File: config.mk
export PLATFORM = sky130hd
export DESIGN_NAME = cts_ctrl
export DESIGN_NICKNAME = d
export VERILOG_FILES = /design/src/rtl/cts_pkg.sv /design/src/rtl/cts_ctrl.sv
export SDC_FILE = /design/constraint.sdc
export NUM_CORES = 1
export LEC_CHECK = 0
export BUFFER_PORTS_ARGS = -buffer_cell sky130_fd_sc_hd__buf_2
export CAP_MARGIN = 30
export CORE_UTILIZATION = 32
export DETAILED_ROUTE_END_ITERATION = 12
export MAX_ROUTING_LAYER = met4
export SLEW_MARGIN = 20
export SYNTH_ARGS = -nofsm -noshare
export SYNTH_HDL_FRONTEND = slang
export SYNTH_SLANG_ARGS = --single-unit
File: constraint.sdc
create_clock -name clk -period 2.3 [get_ports clk]
set_clock_uncertainty 0.15 [all_clocks]
set_input_delay 0.23 -clock clk [delete_from_list [all_inputs] [get_ports clk]]
set_output_delay 0.23 -clock clk [all_outputs]
set_load 0.03 [all_outputs]
File: src/rtl/cts_pkg.sv
// Package with payload types, codes and fixed-point helpers for the SGD block.
package cts_pkg;
  localparam int unsigned DefUserRows = 1024;
  localparam int unsigned DefItemRows = 1024;
  localparam int unsigned DefContextRows = 1024;
  localparam int unsigned DefRank = 64;
  localparam int unsigned RegW = 25;
  localparam logic [RegW-1:0] LearnRateReset = 25'd3355;
  localparam logic [RegW-1:0] RegularizationReset = 25'd335544;

  localparam logic [1:0] ModeLoad = 2'd0;
  localparam logic [1:0] ModeTrain = 2'd1;
  localparam logic [1:0] ModePredict = 2'd2;
  localparam logic [1:0] ModeRead = 2'd3;
  localparam logic [1:0] SelUser = 2'd0;
  localparam logic [1:0] SelItem = 2'd1;
  localparam logic [1:0] SelContext = 2'd2;
  localparam logic CfgLearnRate = 1'b0;
  localparam logic CfgRegularization = 1'b1;

  typedef struct packed {
    logic [1:0] mode;
    logic [1:0] matrix_select;
    logic [9:0] entry_row;
    logic [5:0] rank_index;
    logic signed [31:0] factor_value;
    logic [9:0] user_index;
    logic [9:0] item_index;
    logic [9:0] context_index;
    logic signed [31:0] rating;
  } in_beat_t;

  typedef struct packed {
    logic signed [31:0] predicted;
    logic signed [31:0] residual;
    logic signed [31:0] readback_value;
    logic sample_skipped;
  } out_beat_t;

  // Multiplier operand sources.
  typedef enum logic [2:0] {
    OpUser, OpItem, OpCtx, OpResid, OpProd, OpLr, OpLam
  } op_sel_t;

  // Datapath operations, one per controller step.
  typedef enum logic [3:0] {
    DpNop, DpReadRank, DpMulAB, DpMulPC, DpAccum, DpFinish,
    DpMulRB, DpMulPCg, DpMulLamU, DpMulLrU, DpWrU,
    DpMulRA, DpMulLamI, DpMulLrI, DpWrI, DpMulCtxTail
  } dp_op_t;

  typedef struct packed {
    dp_op_t op;
    logic [2:0] tgt;   // 0 user, 1 item, 2 context for update steps
  } dp_cmd_t;

  function automatic logic signed [31:0] sat32(input logic signed [65:0] v);
    if (v > 66'sd2147483647) return 32'sh7fffffff;
    if (v < -66'sd2147483648) return 32'sh80000000;
    return v[31:0];
  endfunction

  // Rounded Q7.24 product with saturation, input is the exact 66-bit product.
  function automatic logic signed [31:0] qround(input logic signed [65:0] p);
    logic signed [65:0] q;
    q = (p + 66'sd8388608) >>> 24;
    return sat32(q);
  endfunction
endpackage

File: src/rtl/cts_ctrl.sv
// Controller state machine sequencing loads, reads, prediction and updates.
module cts_ctrl
  import cts_pkg::*;
#(
  parameter int unsigned RANK = DefRank
) (
  input  logic clk,
  input  logic rst,
  input  logic start,
  input  logic [1:0] mode,
  input  logic rating_pos,
  output logic busy,
  output logic [$clog2(RANK+1)-1:0] rank_cnt,
  output dp_cmd_t cmd,
  output logic done
);
  localparam int unsigned CntW = $clog2(RANK+1);
  typedef enum logic [4:0] {
    Idle, Single, PRead, PMulAB, PMulPC, PAcc, PFin,
    URead, UMulRB, UMulPC, ULam, ULr, UWr,
    IMulRA, IMulPC, ILam, ILr, IWr,
    CMulRB, CMulPA, CLam, CLr, CWr, Done
  } state_t;
  state_t state;
  logic train;
  logic [CntW-1:0] cnt;
  logic last;
  assign last = (cnt == CntW'(RANK-1));
  assign rank_cnt = cnt;

  always_ff @(posedge clk) begin
    if (rst) begin
      state <= Idle; busy <= 1'b0; done <= 1'b0; cnt <= '0; train <= 1'b0;
      cmd <= '{op: DpNop, tgt: 3'd0};
    end else begin
      done <= 1'b0;
      cmd <= '{op: DpNop, tgt: 3'd0};
      case (state)
        Idle: if (start) begin
          busy <= 1'b1; cnt <= '0; train <= (mode == ModeTrain);
          if (mode == ModeLoad || mode == ModeRead || !rating_pos) begin
            state <= Single; cmd.op <= DpReadRank;
          end else begin
            state <= PRead; cmd.op <= DpReadRank;
          end
        end
        Single: begin state <= Done; cmd.op <= DpFinish; end
        PRead: begin state <= PMulAB; cmd.op <= DpMulAB; end
        PMulAB: begin state <= PMulPC; cmd.op <= DpMulPC; end
        PMulPC: begin state <= PAcc; cmd.op <= DpAccum; end
        PAcc: if (last) begin
          state <= PFin; cmd.op <= DpFinish; cnt <= '0;
        end else begin
          cnt <= cnt + 1'b1; state <= PRead; cmd.op <= DpReadRank;
        end
        PFin: if (train) begin
          state <= URead; cmd.op <= DpReadRank;
        end else begin
          state <= Done;
        end
        URead: begin state <= UMulRB; cmd.op <= DpMulRB; end
        UMulRB: begin state <= UMulPC; cmd.op <= DpMulPCg; cmd.tgt <= 3'd0; end
        UMulPC: begin state <= ULam; cmd.op <= DpMulLamU; cmd.tgt <= 3'd0; end
        ULam: begin state <= ULr; cmd.op <= DpMulLrU; cmd.tgt <= 3'd0; end
        ULr: begin state <= UWr; cmd.op <= DpWrU; cmd.tgt <= 3'd0; end
        UWr: begin state <= IMulRA; cmd.op <= DpMulRA; end
        IMulRA: begin state <= IMulPC; cmd.op <= DpMulPCg; cmd.tgt <= 3'd1; end
        IMulPC: begin state <= ILam; cmd.op <= DpMulLamI; cmd.tgt <= 3'd1; end
        ILam: begin state <= ILr; cmd.op <= DpMulLrI; cmd.tgt <= 3'd1; end
        ILr: begin state <= IWr; cmd.op <= DpWrI; cmd.tgt <= 3'd1; end
        IWr: begin state <= CMulRB; cmd.op <= DpMulRB; cmd.tgt <= 3'd2; end
        CMulRB: begin state <= CMulPA; cmd.op <= DpMulCtxTail; cmd.tgt <= 3'd2; end
        CMulPA: begin state <= CLam; cmd.op <= DpMulLamI; cmd.tgt <= 3'd2; end
        CLam: begin state <= CLr; cmd.op <= DpMulLrI; cmd.tgt <= 3'd2; end
        CLr: begin state <= CWr; cmd.op <= DpWrI; cmd.tgt <= 3'd2; end
        CWr: if (last) begin
          state <= Done;
        end else begin
          cnt <= cnt + 1'b1; state <= URead; cmd.op <= DpReadRank;
        end
        Done: begin state <= Idle; busy <= 1'b0; done <= 1'b1; end
        default: state <= Idle;
      endcase
    end
  end
endmodule

==> results.py <==
metrics = {
    "floorplanning": {
        "dieWidth_um": 66.1,
        "initial_core_util": 0.347,
        "ios": 22,
        "die_y_um": 66.1,
        "row_count": 22,
        "dieArea_sq_um": 4370,
        "core_region_area_sq_um": 3800,
    },
    "timing": {
        "setup_viol": 0,
        "drv_slew": 0,
        "setup_ws_ps": 308,
        "hold-worst-slack_ps": 165,
        "period_minus_slack_ps": 1990,
        "fmax_ghz": 0.502,
        "rsz0062_at_grt": "no",
        "period_share": 0.866,
        "tns_ps": 0,
        "hold_viol_final": 0,
    },
    "worst_setup_path": {
        "reg2reg_depth": 5,
        "r2r-end": "rank_cnt[1]$_SDFFE_PP0P_",
        "worstPathArrival_ps": 2000,
        "endpoint_kind": "flop",
        "crit_path_max_fanout": 10,
        "start_kind": "flop",
        "worst-endpoint-required_ps": 2310,
        "worstSetupPathType": "reg2reg",
        "rrSetupSlack_ps": 310,
        "r2r-start": "state[2]$_SDFFE_PP0P_",
    },
    "detailed_routing": {
        "dr_total_vias": 1244,
        "drt-wirelength-per-cell_um": 13.2,
        "drc": 0,
        "vias_per_cell": 5.27,
        "drt_iter0_markers": 80,
        "ant_nets": 0,
        "wl_mm": 3.11,
        "drt_first_pass_iters": 4,
    },
    "synthesis": {
        "synth.distinct_cells": 52,
        "yosys_warnings": 0,
        "synth_cells": 168,
        "netlist_area_sq_um": 1320,
        "synth_area_leaders": "dfxtp_1, nor2_1, nand2_1",
        "synth.largest_area_cell": "dfxtp_1",
        "synth-seq-cells": 21,
        "ys_dominant_reg_cell": "dfxtp_1",
        "ys_async_sr_fraction": 0,
        "synth_top_area_frac": 0.319,
        "synth_edf_count": 0,
        "syn_area_per_cell_sq_um": 7.83,
        "syn_nets": 176,
        "seq_area_frac_synth": 0.319,
    },
    "clock_network": {
        "cts_buffers": 3,
        "cts-root-buf": "clkbuf_8",
        "clock_path_buffers": 2,
        "clock_sinks": 21,
        "post_cts_buffers": 0,
        "insertion_delay_ps": 270,
        "postCtsHoldBufs": 0,
        "cts-resized-gates": 0,
        "tritoncts": "yes",
        "clk_pin_slew_ps": 80,
        "htreeDepth": 1,
    },
    "min_path": {
        "min_to": "cmd[0]$_SDFF_PP0_",
        "holdCritStartpoint": "rst",
        "hold_class": "in2reg",
        "hold-path-cell-count": 2,
    },
    "final_layout": {
        "diodes": 0,
        "seq_area_sq_um": 420,
        "multi_input_area_sq_um": 802,
        "syn_to_final_growth_pct": 15.3,
        "fin_nets": 197,
        "mostFrequentLayoutCell": "nor2_1",
        "fin_area_sq_um": 1520,
        "nFillCells": 405,
        "layout_common_cells": "nor2_1, dfxtp_1, buf_2, nand2_1",
        "drive_gt1_frac": 0.234,
    },
    "run_status": {
        "status": "complete, no violations",
    },
    "grt": {
        "grt.total_usage": 0.165,
        "grt_pass1_vias": 1080,
        "grt_max_degree": 16,
        "grt_pass1_wl_mm": 5.27,
        "overflow": 0,
        "antenna_found_initial": 0,
    },
    "power_and_ir_drop": {
        "power_uw": 1770,
        "power.leakage_uw": 0.000641,
        "power_density_nw_per_um2": 1170,
        "peakVddDrop_mv": 0.387,
    },
    "placed_design": {
        "placed_cell_area_sq_um": 1470,
        "gp_congestion": 0.859,
        "place.port_buffers": 20,
        "pre_cts_ws_ps": 319,
        "hpwl_mm": 2.29,
    },
    "flow_run": {
        "max_cap_viol_count": 0,
    },
}
==> where the power goes <==
group / leakage [uW] / internal, uW / switching (uW)
registers: 0.000171 / 449 / 107
logic: 0.000447 / 384 / 580
clock network: 0.0000228 / 124 / 130
total: 0.000641 / 957 / 818
==> area by class of cell <==
class	count	area share
Sequential cell	21	0.277
Multi-Input combinational cell	128	0.528
Timing Repair Buffer	29	0.110
Inverter	6	0.0148
Tap cell	48	0.0396
Clock buffer	4	0.0297
==> flip-flops by register name (all words and copies together), names as in the netlist <==
register	cells
busy	1
state	5
done	1
train	1
rank_cnt	7
cmd	6
==> worst max path at each step <==
stage,startpoint,endpoint,slack (ps),cells after the start
after floorplan,rank_cnt[0]$_SDFFE_PP0P_,rank_cnt[1]$_SDFFE_PP0P_,300,6
after global placement,state[2]$_SDFFE_PP0P_,rank_cnt[2]$_SDFFE_PP0P_,360,6
after detailed placement,state[2]$_SDFFE_PP0P_,rank_cnt[1]$_SDFFE_PP0P_,320,5
after CTS,state[2]$_SDFFE_PP0P_,rank_cnt[1]$_SDFFE_PP0P_,300,5
after global routing,state[2]$_SDFFE_PP0P_,rank_cnt[1]$_SDFFE_PP0P_,210,5
final,state[2]$_SDFFE_PP0P_,rank_cnt[1]$_SDFFE_PP0P_,310,5
==> critical path, cell delays in order, from the launching register on <==
cell and delay [ps]:
dfxtp_1 570, nand3b_4 150, or4_4 600, o21ai_2 140, mux2i_1 220, nor2_1 50
==> metal layers <==
metal	GRT usage	up-vias	routed length [um]
met5	-	-	0
met4	0.0957	0	79
met3	0.0155	5	143
met2	0.242	38	1400
met1	0.220	563	1490
li1	-	638	-
==> per-stage QoR <==
step                       util  std cells
after floorplan               -        168
after global placement    0.388        232
after detailed placement  0.388        232
after CTS                 0.400        236
after global routing      0.400        236
final                     0.400        236
==> cells in the mapped netlist, types with 2 or more instances <==
cell       instances
o21a_1             3
and3_1             2
buf_1              2
mux2i_1            2
a31oi_1            3
nor3_2             2
inv_2              2
o21ai_0            6
nand2_1           16
ha_1               2
o21ai_1            3
nand3_1            5
o211ai_1           3
inv_1              4
buf_4              2
dfxtp_1           21
clkbuf_1           2
nor3_1             6
buf_2              6
o21bai_1           2
o22ai_1            3
a21oi_1            9
xor2_1             4
a2111oi_0          3
nor2_1            22
nand2b_1           7
==> kinds of logic after synthesis <==
group           count (synthesis)  synth area share
flops                          21             0.319
simple gates                   73             0.303
xor+xnor                        4            0.0266
fa+ha+maj                       2            0.0190
buf+inv                        19            0.0713
other cells                     1           0.00285
compound gates                 46             0.242
mux                             2            0.0152
No activity file was read; power rests on OpenSTA's default activity.
